[config.mk]
export PLATFORM = sky130hd
export DESIGN_NAME = line_substring_filter
export DESIGN_NICKNAME = d
export VERILOG_FILES = /design/src/hw/rtl/lsf_pkg.sv /design/src/hw/rtl/line_substring_filter.sv /design/src/hw/rtl/lsf_csr.sv /design/src/hw/rtl/lsf_window.sv
export SDC_FILE = /design/constraint.sdc
export NUM_CORES = 2
export LEC_CHECK = 0
export BUFFER_PORTS_ARGS = -buffer_cell sky130_fd_sc_hd__buf_2
export CORE_AREA = 4 4 301 303
export DETAILED_ROUTE_END_ITERATION = 6
export DIE_AREA = 0 0 305 307
export PLACE_DENSITY = 0.71
export SYNTH_ARGS = -nofsm -noshare
export SYNTH_HDL_FRONTEND = slang
export SYNTH_SLANG_ARGS = --single-unit
[constraint.sdc]
create_clock -name clock -period 11.2 [get_ports clock]
set_clock_uncertainty 0.1 [all_clocks]
set_input_delay 0.56 -clock clock [delete_from_list [all_inputs] [get_ports clock]]
set_output_delay 0.56 -clock clock [all_outputs]
set_load 0.01 [all_outputs]
[src/hw/rtl/lsf_pkg.sv]
// Shared types and constants for the line substring filter.
// No dependencies; every other file of the block imports this package.
package lsf_pkg;

   localparam int BYTE_W              = 8;
   localparam int PAT_REGS            = 4;
   localparam int PAT_BYTES           = PAT_REGS * 8;
   localparam int CSR_DATA_W          = 64;
   localparam int CSR_INDEX_W         = 3;
   localparam int LEN_REG_W           = 6;
   localparam int LINE_NUM_W          = 24;
   localparam int MAX_PATTERN_DEFAULT = 32;

   localparam logic [BYTE_W-1:0]     NEWLINE  = 8'd10;
   localparam logic [LINE_NUM_W-1:0] LINE_MAX = '1;

   // Register indexes of the configuration port.
   localparam logic [CSR_INDEX_W-1:0] CSR_PAT_0_7   = 3'd0;
   localparam logic [CSR_INDEX_W-1:0] CSR_PAT_8_15  = 3'd1;
   localparam logic [CSR_INDEX_W-1:0] CSR_PAT_16_23 = 3'd2;
   localparam logic [CSR_INDEX_W-1:0] CSR_PAT_24_31 = 3'd3;
   localparam logic [CSR_INDEX_W-1:0] CSR_PAT_LEN   = 3'd4;

   // Pattern as held by the register file: byte k sits in bits 8k+7..8k.
   typedef struct packed {
      logic [PAT_BYTES*BYTE_W-1:0] bytes;
      logic [LEN_REG_W-1:0]        length;
   } lsf_pattern_type;

endpackage

[src/hw/rtl/line_substring_filter.sv]
// Top level of the line substring filter: input register, line state, result register.
// Depends on lsf_pkg, lsf_csr and lsf_window.
//
// Usage: text arrives on the req_ channel one word per cycle, each word either a
// byte of text or an end-of-text marker. A newline byte ends a line; an
// end-of-text marker ends a line only if the line holds at least one byte.
// For every line that ends, one word leaves on the rsp_ channel carrying the
// line's 1-based number (saturating), whether the configured pattern occurred
// in that line, and whether any line so far has matched.
// The pattern is loaded through the csr_ port (four 64-bit byte registers and
// a length register) while no text is in flight; csr_ready is always high.
// Each word is evaluated from the input register; the result of a word that
// ends a line is then held in the result register, which drives rsp_. Throughput
// is one word per cycle while req_ready stays high, set by the combinational window
// compare, which checks all pattern positions against the window in parallel.
// When the receiver stalls, the result register holds its word; words that end
// no line keep flowing, and a word that ends a line waits in the input register,
// holding req_ready low, until the result register frees.
// Reset clears the pattern, the line count, the match flags and both valid bits.
module line_substring_filter #(
   parameter int MAX_PATTERN = lsf_pkg::MAX_PATTERN_DEFAULT
) (
   input  logic                                clock,
   input  logic                                reset,
   input  logic                                req_valid,
   output logic                                req_ready,
   input  logic [lsf_pkg::BYTE_W-1:0]          req_text_byte,
   input  logic                                req_end_of_text,
   output logic                                rsp_valid,
   input  logic                                rsp_ready,
   output logic [lsf_pkg::LINE_NUM_W-1:0]      rsp_line_number,
   output logic                                rsp_line_matched,
   output logic                                rsp_any_matched,
   input  logic                                csr_valid,
   output logic                                csr_ready,
   input  logic [lsf_pkg::CSR_INDEX_W-1:0]     csr_index,
   input  logic [lsf_pkg::CSR_DATA_W-1:0]      csr_data
);
   import lsf_pkg::*;

   localparam int LEN_W = $clog2(MAX_PATTERN + 1);

   lsf_pattern_type pattern;

   // Input register.
   logic              in_valid_ff, in_valid_in;
   logic [BYTE_W-1:0] in_byte_ff,  in_byte_in;
   logic              in_eot_ff,   in_eot_in;

   // Line state.
   logic [LEN_W-1:0]      bytes_in_line_ff, bytes_in_line_in;
   logic                  line_hit_ff,      line_hit_in;
   logic                  line_open_ff,     line_open_in;
   logic [LINE_NUM_W-1:0] lines_done_ff,    lines_done_in;
   logic                  any_hit_ff,       any_hit_in;

   // Result register.
   logic                  out_valid_ff,   out_valid_in;
   logic [LINE_NUM_W-1:0] out_number_ff,  out_number_in;
   logic                  out_matched_ff, out_matched_in;
   logic                  out_any_ff,     out_any_in;

   logic             is_text;
   logic             ends_line;
   logic             advance;
   logic [LEN_W-1:0] count_next;
   logic             window_hit;
   logic             hit_final;
   logic             pat_empty;

   lsf_csr u_csr (
      .clock     (clock),
      .reset     (reset),
      .csr_valid (csr_valid),
      .csr_ready (csr_ready),
      .csr_index (csr_index),
      .csr_data  (csr_data),
      .pattern   (pattern)
   );

   // A word in the input register either carries a text byte into the window
   // or closes the open line; an end-of-text marker with no open line does neither.
   assign is_text   = !in_eot_ff && (in_byte_ff != NEWLINE);
   assign ends_line = in_eot_ff ? line_open_ff : (in_byte_ff == NEWLINE);

   // A word that produces a result moves only when the result register can take it.
   assign advance   = in_valid_ff && (!ends_line || !out_valid_ff || rsp_ready);
   assign req_ready = !in_valid_ff || advance;

   assign count_next = (bytes_in_line_ff == LEN_W'(MAX_PATTERN)) ? bytes_in_line_ff
                                                                  : bytes_in_line_ff + 1'b1;

   lsf_window #(
      .MAX_PATTERN (MAX_PATTERN),
      .LEN_W       (LEN_W)
   ) u_window (
      .clock      (clock),
      .shift_en   (advance && is_text),
      .text_byte  (in_byte_ff),
      .count_next (count_next),
      .pattern    (pattern),
      .window_hit (window_hit)
   );

   assign pat_empty = (pattern.length == '0);
   assign hit_final = line_hit_ff || pat_empty;

   always_comb begin
      in_valid_in = in_valid_ff;
      in_byte_in  = in_byte_ff;
      in_eot_in   = in_eot_ff;
      if (req_valid && req_ready) begin
         in_valid_in = 1'b1;
         in_byte_in  = req_text_byte;
         in_eot_in   = req_end_of_text;
      end else if (advance) begin
         in_valid_in = 1'b0;
      end
   end

   always_comb begin
      bytes_in_line_in = bytes_in_line_ff;
      line_hit_in      = line_hit_ff;
      line_open_in     = line_open_ff;
      lines_done_in    = lines_done_ff;
      any_hit_in       = any_hit_ff;
      out_valid_in     = out_valid_ff && !rsp_ready;
      out_number_in    = out_number_ff;
      out_matched_in   = out_matched_ff;
      out_any_in       = out_any_ff;
      if (advance) begin
         if (is_text) begin
            bytes_in_line_in = count_next;
            line_open_in     = 1'b1;
            line_hit_in      = line_hit_ff || window_hit;
         end else if (ends_line) begin
            // The line closes: count it, fold its hit into the running flag.
            if (lines_done_ff != LINE_MAX) begin
               lines_done_in = lines_done_ff + 1'b1;
            end
            any_hit_in       = any_hit_ff || hit_final;
            out_valid_in     = 1'b1;
            out_number_in    = lines_done_in;
            out_matched_in   = hit_final;
            out_any_in       = any_hit_in;
            bytes_in_line_in = '0;
            line_hit_in      = 1'b0;
            line_open_in     = 1'b0;
         end
      end
   end

   always_ff @(posedge clock) begin
      if (reset) begin
         in_valid_ff      <= 1'b0;
         out_valid_ff     <= 1'b0;
         bytes_in_line_ff <= '0;
         line_hit_ff      <= 1'b0;
         line_open_ff     <= 1'b0;
         lines_done_ff    <= '0;
         any_hit_ff       <= 1'b0;
      end else begin
         in_valid_ff      <= in_valid_in;
         out_valid_ff     <= out_valid_in;
         bytes_in_line_ff <= bytes_in_line_in;
         line_hit_ff      <= line_hit_in;
         line_open_ff     <= line_open_in;
         lines_done_ff    <= lines_done_in;
         any_hit_ff       <= any_hit_in;
      end
   end

   always_ff @(posedge clock) begin
      in_byte_ff     <= in_byte_in;
      in_eot_ff      <= in_eot_in;
      out_number_ff  <= out_number_in;
      out_matched_ff <= out_matched_in;
      out_any_ff     <= out_any_in;
   end

   assign rsp_valid        = out_valid_ff;
   assign rsp_line_number  = out_number_ff;
   assign rsp_line_matched = out_matched_ff;
   assign rsp_any_matched  = out_any_ff;

endmodule

[src/hw/rtl/lsf_csr.sv]
// Configuration registers of the line substring filter: pattern bytes and length.
// Depends on lsf_pkg.
module lsf_csr (
   input  logic                                clock,
   input  logic                                reset,
   input  logic                                csr_valid,
   output logic                                csr_ready,
   input  logic [lsf_pkg::CSR_INDEX_W-1:0]     csr_index,
   input  logic [lsf_pkg::CSR_DATA_W-1:0]      csr_data,
   output lsf_pkg::lsf_pattern_type            pattern
);
   import lsf_pkg::*;

   logic [CSR_DATA_W-1:0] pat_ff [PAT_REGS];
   logic [CSR_DATA_W-1:0] pat_in [PAT_REGS];
   logic [LEN_REG_W-1:0]  len_ff;
   logic [LEN_REG_W-1:0]  len_in;

   assign csr_ready = 1'b1;

   always_comb begin
      for (int r = 0; r < PAT_REGS; r++) begin
         pat_in[r] = pat_ff[r];
      end
      len_in = len_ff;
      if (csr_valid) begin
         case (csr_index)
            CSR_PAT_0_7:   pat_in[0] = csr_data;
            CSR_PAT_8_15:  pat_in[1] = csr_data;
            CSR_PAT_16_23: pat_in[2] = csr_data;
            CSR_PAT_24_31: pat_in[3] = csr_data;
            CSR_PAT_LEN:   len_in    = csr_data[LEN_REG_W-1:0];
            default:       len_in    = len_ff;
         endcase
      end
   end

   always_ff @(posedge clock) begin
      if (reset) begin
         for (int r = 0; r < PAT_REGS; r++) begin
            pat_ff[r] <= '0;
         end
         len_ff <= '0;
      end else begin
         for (int r = 0; r < PAT_REGS; r++) begin
            pat_ff[r] <= pat_in[r];
         end
         len_ff <= len_in;
      end
   end

   always_comb begin
      for (int r = 0; r < PAT_REGS; r++) begin
         pattern.bytes[r*CSR_DATA_W +: CSR_DATA_W] = pat_ff[r];
      end
      pattern.length = len_ff;
   end

endmodule

[src/hw/rtl/lsf_window.sv]
// Window of recent line bytes and the parallel compare against the pattern.
// Depends on lsf_pkg.
module lsf_window #(
   parameter int MAX_PATTERN = lsf_pkg::MAX_PATTERN_DEFAULT,
   parameter int LEN_W       = $clog2(MAX_PATTERN + 1)
) (
   input  logic                             clock,
   input  logic                             shift_en,
   input  logic [lsf_pkg::BYTE_W-1:0]       text_byte,
   input  logic [LEN_W-1:0]                 count_next,
   input  lsf_pkg::lsf_pattern_type         pattern,
   output logic                             window_hit
);
   import lsf_pkg::*;

   logic [BYTE_W-1:0]             window_ff [MAX_PATTERN];
   logic [BYTE_W-1:0]             window_in [MAX_PATTERN];
   logic [BYTE_W-1:0]             pat_arr   [MAX_PATTERN];
   logic [MAX_PATTERN*BYTE_W-1:0] rev_flat;
   logic [MAX_PATTERN*BYTE_W-1:0] aligned_flat;
   logic [LEN_W-1:0]              use_len;
   logic [LEN_W-1:0]              shift_amt;
   logic [MAX_PATTERN-1:0]        pos_ok;

   // Lengths beyond the window are clamped to the window size.
   always_comb begin
      if ({1'b0, pattern.length} > (LEN_REG_W + 1)'(MAX_PATTERN)) begin
         use_len = LEN_W'(MAX_PATTERN);
      end else begin
         use_len = LEN_W'(pattern.length);
      end
   end

   // Slot 0 is the newest byte, so pattern byte len-1-j lines up with slot j.
   // Reversing the pattern and shifting it down by MAX_PATTERN-len gives that order.
   for (genvar k = 0; k < MAX_PATTERN; k++) begin : g_pat
      if (k < PAT_BYTES) begin : g_real
         assign pat_arr[k] = pattern.bytes[k*BYTE_W +: BYTE_W];
      end else begin : g_zero
         assign pat_arr[k] = '0;
      end
      assign rev_flat[k*BYTE_W +: BYTE_W] = pat_arr[MAX_PATTERN-1-k];
   end

   assign shift_amt    = LEN_W'(MAX_PATTERN) - use_len;
   assign aligned_flat = rev_flat >> {shift_amt, 3'b000};

   assign window_in[0] = text_byte;
   for (genvar j = 1; j < MAX_PATTERN; j++) begin : g_shift
      assign window_in[j] = window_ff[j-1];
   end

   for (genvar j = 0; j < MAX_PATTERN; j++) begin : g_cmp
      assign pos_ok[j] = (window_in[j] == aligned_flat[j*BYTE_W +: BYTE_W]) ||
                         (LEN_W'(j) >= use_len);
   end

   assign window_hit = (use_len == '0) || ((count_next >= use_len) && (&pos_ok));

   always_ff @(posedge clock) begin
      if (shift_en) begin
         for (int j = 0; j < MAX_PATTERN; j++) begin
            window_ff[j] <= window_in[j];
         end
      end
   end

endmodule
After elaboration in Yosys (flattened, before gate mapping)
Memory sizes are Yosys's and may differ from the RTL's.
Cells that the tools add are included.
Widths: inputs -> output; s select.
- memories: 2
- input port bits: 81
- word-level logic and storage cells: 185
- output and inout bits: 29
- flip-flop bits (word level): 76
- RAM bits: 512
- shift-type cells: 1
- bitwise gates (word level): 5
- equality and inequality tests: 40
- magnitude comparators: 34
- reductions and logical operators: 59
- multiplexer cells: 28
- add/subtract/negate cells: 3
- memories (memory ; words ; bits a word ; rd ports ; clocked after memory_dff ; write ports ; line ; source):
    u_csr.pat_ff ; 4 ; 64 ; 4 ; 0 ; 4 ; lsf_csr.sv:14 ; logic [CSR_DATA_W-1:0] pat_ff [PAT_REGS];
    u_window.window_ff ; 32 ; 8 ; 31 ; 0 ; 32 ; lsf_window.sv:16 ; logic [BYTE_W-1:0] window_ff [MAX_PATTERN];
- operators by type and width (cell ; number):
    $mux 64 ; 8
    $eq 8x8->1 ; 32
    $mux 256 ; 1
    $shr 256x9->256 ; 1
    $ge 5x6->1 const A ; 16
    $ge 4x6->1 const A ; 8
    $logic_or 1x1->1 ; 39
    $reduce_and 32->1 ; 1
    $add 24x1->24 const B ; 1
    $ge 3x6->1 const A ; 4
    $mux 24 ; 1
    $mux 6 ; 4
    $ne 24x24->1 const B ; 1
    $mux 1 ; 14
    $ge 1x6->1 const A ; 2
    $ge 2x6->1 const A ; 2
    $logic_not 6->1 ; 2
    $eq 8x4->1 const B ; 1
    $ne 8x4->1 const B ; 1
    $add 6x1->6 const B ; 1
    $eq 3x2->1 const B ; 2
    $eq 6x6->1 const B ; 1
    $ge 6x6->1 ; 1
    $gt 6x6->1 const B ; 1
    11 further kinds ; 25

Logic depth before layout (Yosys ltp)
- word-level depth: 11
- gate-level depth with buffers: 29

Hierarchy
A second synthesis with hierarchy kept.
- cells, all modules: 3936
- area, all modules: 41155.7 sq um
- by module, submodules not included (module ; cells an instance ; area an instance (sq um) ; seq. area each (sq um) ; times used):
    lsf_window ; 2702 ; 27530.2 ; 7447.1 ; 1
    lsf_csr ; 925 ; 10353.7 ; 5245.0 ; 1
    line_substring_filter ; 309 ; 3271.9 ; 1751.7 ; 1

Worst setup path before layout
Ideal clock, no wire load.
- path type: flip-flop to flip-flop
- start point: register in_byte_ff[3]
- end point: register line_hit_ff
- buffers on the path: 0
- setup slack: 3475 ps
- arrival time: 7565 ps
- stages on the path, launching flop included: 13
- setup time: 59 ps
- period minus slack after synthesis: 7725 ps
- path through: edfxtp_1 nor4bb_1 a21oi_1 nand2_1 inv_1 a21oi_1 nor3_1 o211ai_1 or4_1 a2111oi_0 nand4_1 nor4_1 a41o_1
- longest elaborated chain between the ends: 7
- elaborated cells between the ends (all ways): 17
- classes of those cells: eq/ne (3); mux (2); reduce/logical (12)
- RTL lines (item ; line ; source):
    start: declaration ; line_substring_filter.sv:47 ; logic [BYTE_W-1:0] in_byte_ff, in_byte_in;
    start signal: assignment ; line_substring_filter.sv:174 ; in_byte_ff <= in_byte_in;
    $eq 8x8->1 or $eq 8x4->1 (tied branches) ; lsf_window.sv:54, line_substring_filter.sv:84 ;
    $logic_or 1x1->1 or $mux 1 (tied branches) ; lsf_window.sv:54, line_substring_filter.sv:84 ;
    $reduce_and 32->1 or $logic_not 1->1 (tied branches) ; lsf_window.sv:58, line_substring_filter.sv:87 ;
    $logic_and 1x1->1 or $logic_or 1x1->1 (tied branches) ; lsf_window.sv:58, line_substring_filter.sv:87 ;
    $logic_or 1x1->1, on equally long branches ; lsf_window.sv:58, line_substring_filter.sv:87 ;
    $logic_or 1x1->1 or $logic_and 1x1->1 (tied branches) ; line_substring_filter.sv:135, line_substring_filter.sv:87 ;
    $mux 1 or $reduce_and 2->1 (tied branches) ; n/a ;
    end signal: assignment ; line_substring_filter.sv:166 ; line_hit_ff <= line_hit_in;
    end: declaration ; line_substring_filter.sv:52 ; logic line_hit_ff, line_hit_in;
Parallel ways exist; a longest one is shown, timed or not.
A chain may end at the register's enable or synchronous reset.

Worst setup path after layout
- start point: register u_csr.len_ff[5]
- end point: register line_hit_ff
- longest elaborated chain between the ends: 11
- elaborated cells between the ends (all ways): 107
- classes of those cells: add/sub (1); order compare (34); eq/ne (32); shift (1); mux (2); reduce/logical (37)
- RTL lines (item ; line ; source):
    start: declaration ; lsf_csr.sv:16 ; logic [LEN_REG_W-1:0] len_ff;
    start signal: assignment ; lsf_csr.sv:48 ; len_ff <= len_in;
    $gt 6x6->1 ; lsf_window.sv:27 ; if ({1'b0, pattern.length} > (LEN_REG_W + 1)'(MAX_PATTERN)) begin
    $mux 6 (*) ; lsf_window.sv:27 ;
    $sub 6x6->6 ; lsf_window.sv:45 ; assign shift_amt = LEN_W'(MAX_PATTERN) - use_len;
    $shr 256x9->256 ; lsf_window.sv:46 ; assign aligned_flat = rev_flat >> {shift_amt, 3'b000};
    $eq 8x8->1 ; lsf_window.sv:54 ; assign pos_ok[j] = (window_in[j] == aligned_flat[j*BYTE_W +: BYTE_W]) ||
    $logic_or 1x1->1 ; lsf_window.sv:54 ;
    $reduce_and 32->1 ; lsf_window.sv:58 ; assign window_hit = (use_len == '0) || ((count_next >= use_len) && (&pos_ok));
    $logic_and 1x1->1 ; lsf_window.sv:58 ;
    $logic_or 1x1->1 (*) ; lsf_window.sv:58 ;
    $logic_or 1x1->1 (*) ; line_substring_filter.sv:135 ; line_hit_in = line_hit_ff || window_hit;
    $mux 1 (*) ; line_substring_filter.sv:132 ; if (is_text) begin
Every way passes the cells marked *; elsewhere a longest branch is shown, timed or not.

==> impl_metrics.csv <==
group,metric,value,unit
status,status,"finished with violations",
status,violations,"DRC",
power,max-vdd-ir-drop,0.000124,V
logic_synthesis,yosys.area.top_type,"edfxtp_1",
die,num_rows,109,
logic_synthesis,synth_seq_area_share,36.8,%
logic_synthesis,synthFlopType,"dfxtp_1",
logic_synthesis,synth_area_leaders,"edfxtp_1 22%, dfxtp_1 15%, mux2i_1 9.3%",
sta,hold_viol,0,
global_routing,grt_pass1_vias,32438,
global_routing,grt_first_pass_wirelength,259000,um
logic_synthesis,synth.distinct_cells,105,
layout,num-fill-cells,8312,
logic_synthesis,synth_top_family_by_area,"multiplexers",
sta,setup_violations,0,
layout,multi_input_area,0.0229,mm2
sta,slew_violations,0,
sta,relSlewSlack,5.60,%
sta,fin_crit,7.75,ns
clock_tree,clk_pin_slew,0.06,ns
worst_setup_path,crit_chain,"buf_4 -> nand2b_4 -> ha_1 -> nor4b_1 -> a211o_2 -> buf_4 -> nand3_2 -> buf_4 -> a21oi_1 -> nor3_2 -> xnor2_1 -> nor4_2 -> nand4_1 -> a2111oi_0 -> nand4_1 -> nor4_1 -> a41o_1",
clock_tree,cts_tree,"done",
logic_synthesis,synth_mux_area_share,20.9,%
logic_synthesis,synthCells,4191,
layout,seq_area,0.0144,mm2
die,dieArea,0.0936,mm2
global_routing,gr-total-overflow,0,
logic_synthesis,synth_compound_area_share,15.8,%
logic_synthesis,yosys-top-cells-count,"769 x nand2_1, 429 x a21oi_1, 363 x mux2i_1",
drt,via_per_inst,6.89,
hold_path,min_from,"req_text_byte[7]",
sta,rsz0062_at_grt,"false",
sta,whs,0.0294,ns
sta,timing.fmax,0.129,GHz
layout,final_area,0.0427,mm2
logic_synthesis,ys_warn_count,0,
worst_setup_path,crit_start,"u_csr.len_ff[5]",
worst_setup_path,critical_path_class,"register to register",
drt,avgRoutedWirePerCell,35.4,um
clock_tree,cts-root-buf,"clkbuf_16",
logic_synthesis,synth_xor_area_share,4.53,%
place,place_inst,5230,
clock_tree,cts_buffers,67,
logic_synthesis,synth.most_common_cell,"nand2_1",
logic_synthesis,synth_adder_area_share,0.350,%
layout,finalNonFillerCells,5360,
clock_tree,cts_resized,0,
place,place.gp.congestion,1.10,
worst_setup_path,cp.required,11.69,ns
global_routing,grtUsageTotal,38.9,%
worst_setup_path,worst_r2r_startpoint,"u_csr.len_ff[5]",
drt,drt_wl_total,190000,um
worst_setup_path,crit_slowest_cell,"ha_1",
hold_path,min_path_type,"input pin to register",
logic_synthesis,synth_edf_count,283,
die,coreArea,0.0880,mm2
logic_synthesis,synth_fp_nets,4283,
logic_synthesis,synth_seq_cells,580,
clock_tree,post_cts_buffers,0,
sta,tightest_slew,1.38,ns
global_routing,antenna_found_initial,15,
logic_synthesis,synthSimpleGateAreaFrac,16.5,%
layout,syn2layout_area_growth,8.69,%
layout,fin_nets,4233,
global_routing,grt_max_degree,143,
logic_synthesis,synth.avg_cell_area,9.37,um2
sta,tns,0,ns
logic_synthesis,synth_top_area_share,21.6,%
logic_synthesis,netlist_area,0.0393,mm2
power,leakagePower,0.0156,uW
die,die_y,307,um
worst_setup_path,cp.arrival,8.24,ns
logic_synthesis,async_flop_share,0,%
power,powerDensity,126,mW/mm2
worst_setup_path,crit_path_start_kind,"register",
worst_setup_path,cp_common_cell,"buf_4",
die,start_util,44.6,%
die,die_w,305,um
run,drv_cap,0,
layout,fin_util,48.5,%
clock_tree,cts.sinks,580,
clock_tree,htreeDepth,3,
die,ioPinCount,110,
clock_tree,clk_latency,0.65,ns
place,place_area,0.0404,mm2
drt,drtAntennaViolNets,0,
worst_setup_path,cp_max_fo,40,
worst_setup_path,slowest_delay,0.92,ns
sta,period_share,69.2,%
drt,drt_pass1_iterations,7,
drt,drtIter0Drc,6303,
clock_tree,cts_buffer_depth,3,
place,dp_hpwl,145000,um
drt,vias,36925,
layout,drive_above_1_share,14.1,%
worst_setup_path,critPathCaptureType,"register",
drt,drc_errors,2,
place,io_buffers,108,
worst_setup_path,reg2reg_slack,3.45,ns
## what timing repair did
item / CTS / global route
hold buffers: 7 / 0
setup endpoints to repair: 0 / 0
endpoints found under the hold margin: 7 / 0
## where the power goes
| part | internal, uW | leakage (uW) | switching [uW] |
|---|---|---|---|
| clock network | 1310 | 0.00109 | 929 |
| registers | 2270 | 0.00504 | 70.8 |
| logic | 225 | 0.00949 | 560 |
## metal layers
metal  up-vias  track usage [%]  wire length, um
met2      2757             51.5            73200
met1     18107             55.0            76200
met4         4             24.7            14900
li1      15520                -                -
met3       537             11.8            25300
met5         -                0               28
## final timing paths
kind,to,cells past startpoint
max,line_hit_ff,17
min,in_byte_ff[7],1
max reg2reg,line_hit_ff,17
min reg2reg,u_window.window_ff[0][69],0
## cell type report
| type | count | share of cell area (%) |
|---|---|---|
| antenna | 4 | 0.0234 |
| clock buffer | 92 | 4.63 |
| clock inverter | 27 | 0.557 |
| inverter | 72 | 0.662 |
| multi-input combinational | 3216 | 53.7 |
| sequential | 580 | 33.8 |
| tap | 1165 | 3.41 |
| timing repair buffer | 204 | 3.14 |
## logic make-up after synthesis
| family | Yosys count |
|---|---|
| AOI/OAI and AO/OA | 975 |
| buffers and inverters | 395 |
| xor gates and xnor gates | 203 |
| DFF | 580 |
| adders and majority gates | 11 |
| and+or+nand+nor | 1416 |
| muxes | 610 |
| other | 1 |
## flip-flops by register name (all words and copies together), names as in the netlist
| name | count |
|---|---|
| line_hit_ff | 1 |
| rsp_line_number | 24 |
| in_byte_ff | 8 |
| rsp_line_matched | 1 |
| u_window.window_ff | 248 |
| line_open_ff | 1 |
| rsp_valid | 1 |
| lines_done_ff | 24 |
| u_csr.len_ff | 6 |
| u_csr.pat_ff | 256 |
| in_eot_ff | 1 |
| any_hit_ff | 1 |
| in_valid_ff | 1 |
| bytes_in_line_ff | 6 |
| rsp_any_matched | 1 |
## cells in the final DEF, fill, tap and decap left out, drive strengths merged, types with 26 or more instances in the layout
cell type | Yosys | routed
mux2 | 89 | 89
nand4 | 37 | 37
a22oi | 26 | 26
nor3 | 76 | 76
a21oi | 431 | 431
nor2 | 217 | 217
edfxtp | 283 | 283
a211oi | 45 | 45
nand2 | 769 | 769
dfxtp | 297 | 297
mux4 | 158 | 158
buf | 180 | 197
nor4 | 35 | 35
o21ai | 105 | 105
and3 | 28 | 28
inv | 72 | 76
nand3 | 80 | 80
o22ai | 72 | 72
o32ai | 27 | 27
xnor2 | 126 | 126
xor2 | 77 | 77
mux2i | 363 | 363
clkbuf | 143 | 92
a31oi | 43 | 43
## worst max-delay path: cells and delay by family, from the launching register on
family,cells,cell delay (ns)
AND/OR/NAND/NOR,8,2.78
AO/OA/AOI/OAI,4,1.93
buffers and inverters,3,1.28
adder cells (fa/ha/maj),1,0.92
flip-flops,1,0.31
XOR/XNOR,1,0.27
## through the flow
| step | power, uW | worst slack [ns] |
|---|---|---|
| after global placement | 3120 | 3.88 |
| after floorplan | 2810 | 3.48 |
| final | 5360 | 3.45 |
| after detailed placement | 3120 | 3.88 |
| after global routing | 5480 | 3.43 |
| after CTS | 5340 | 3.85 |
No activity file was read; power rests on OpenSTA's default activity.
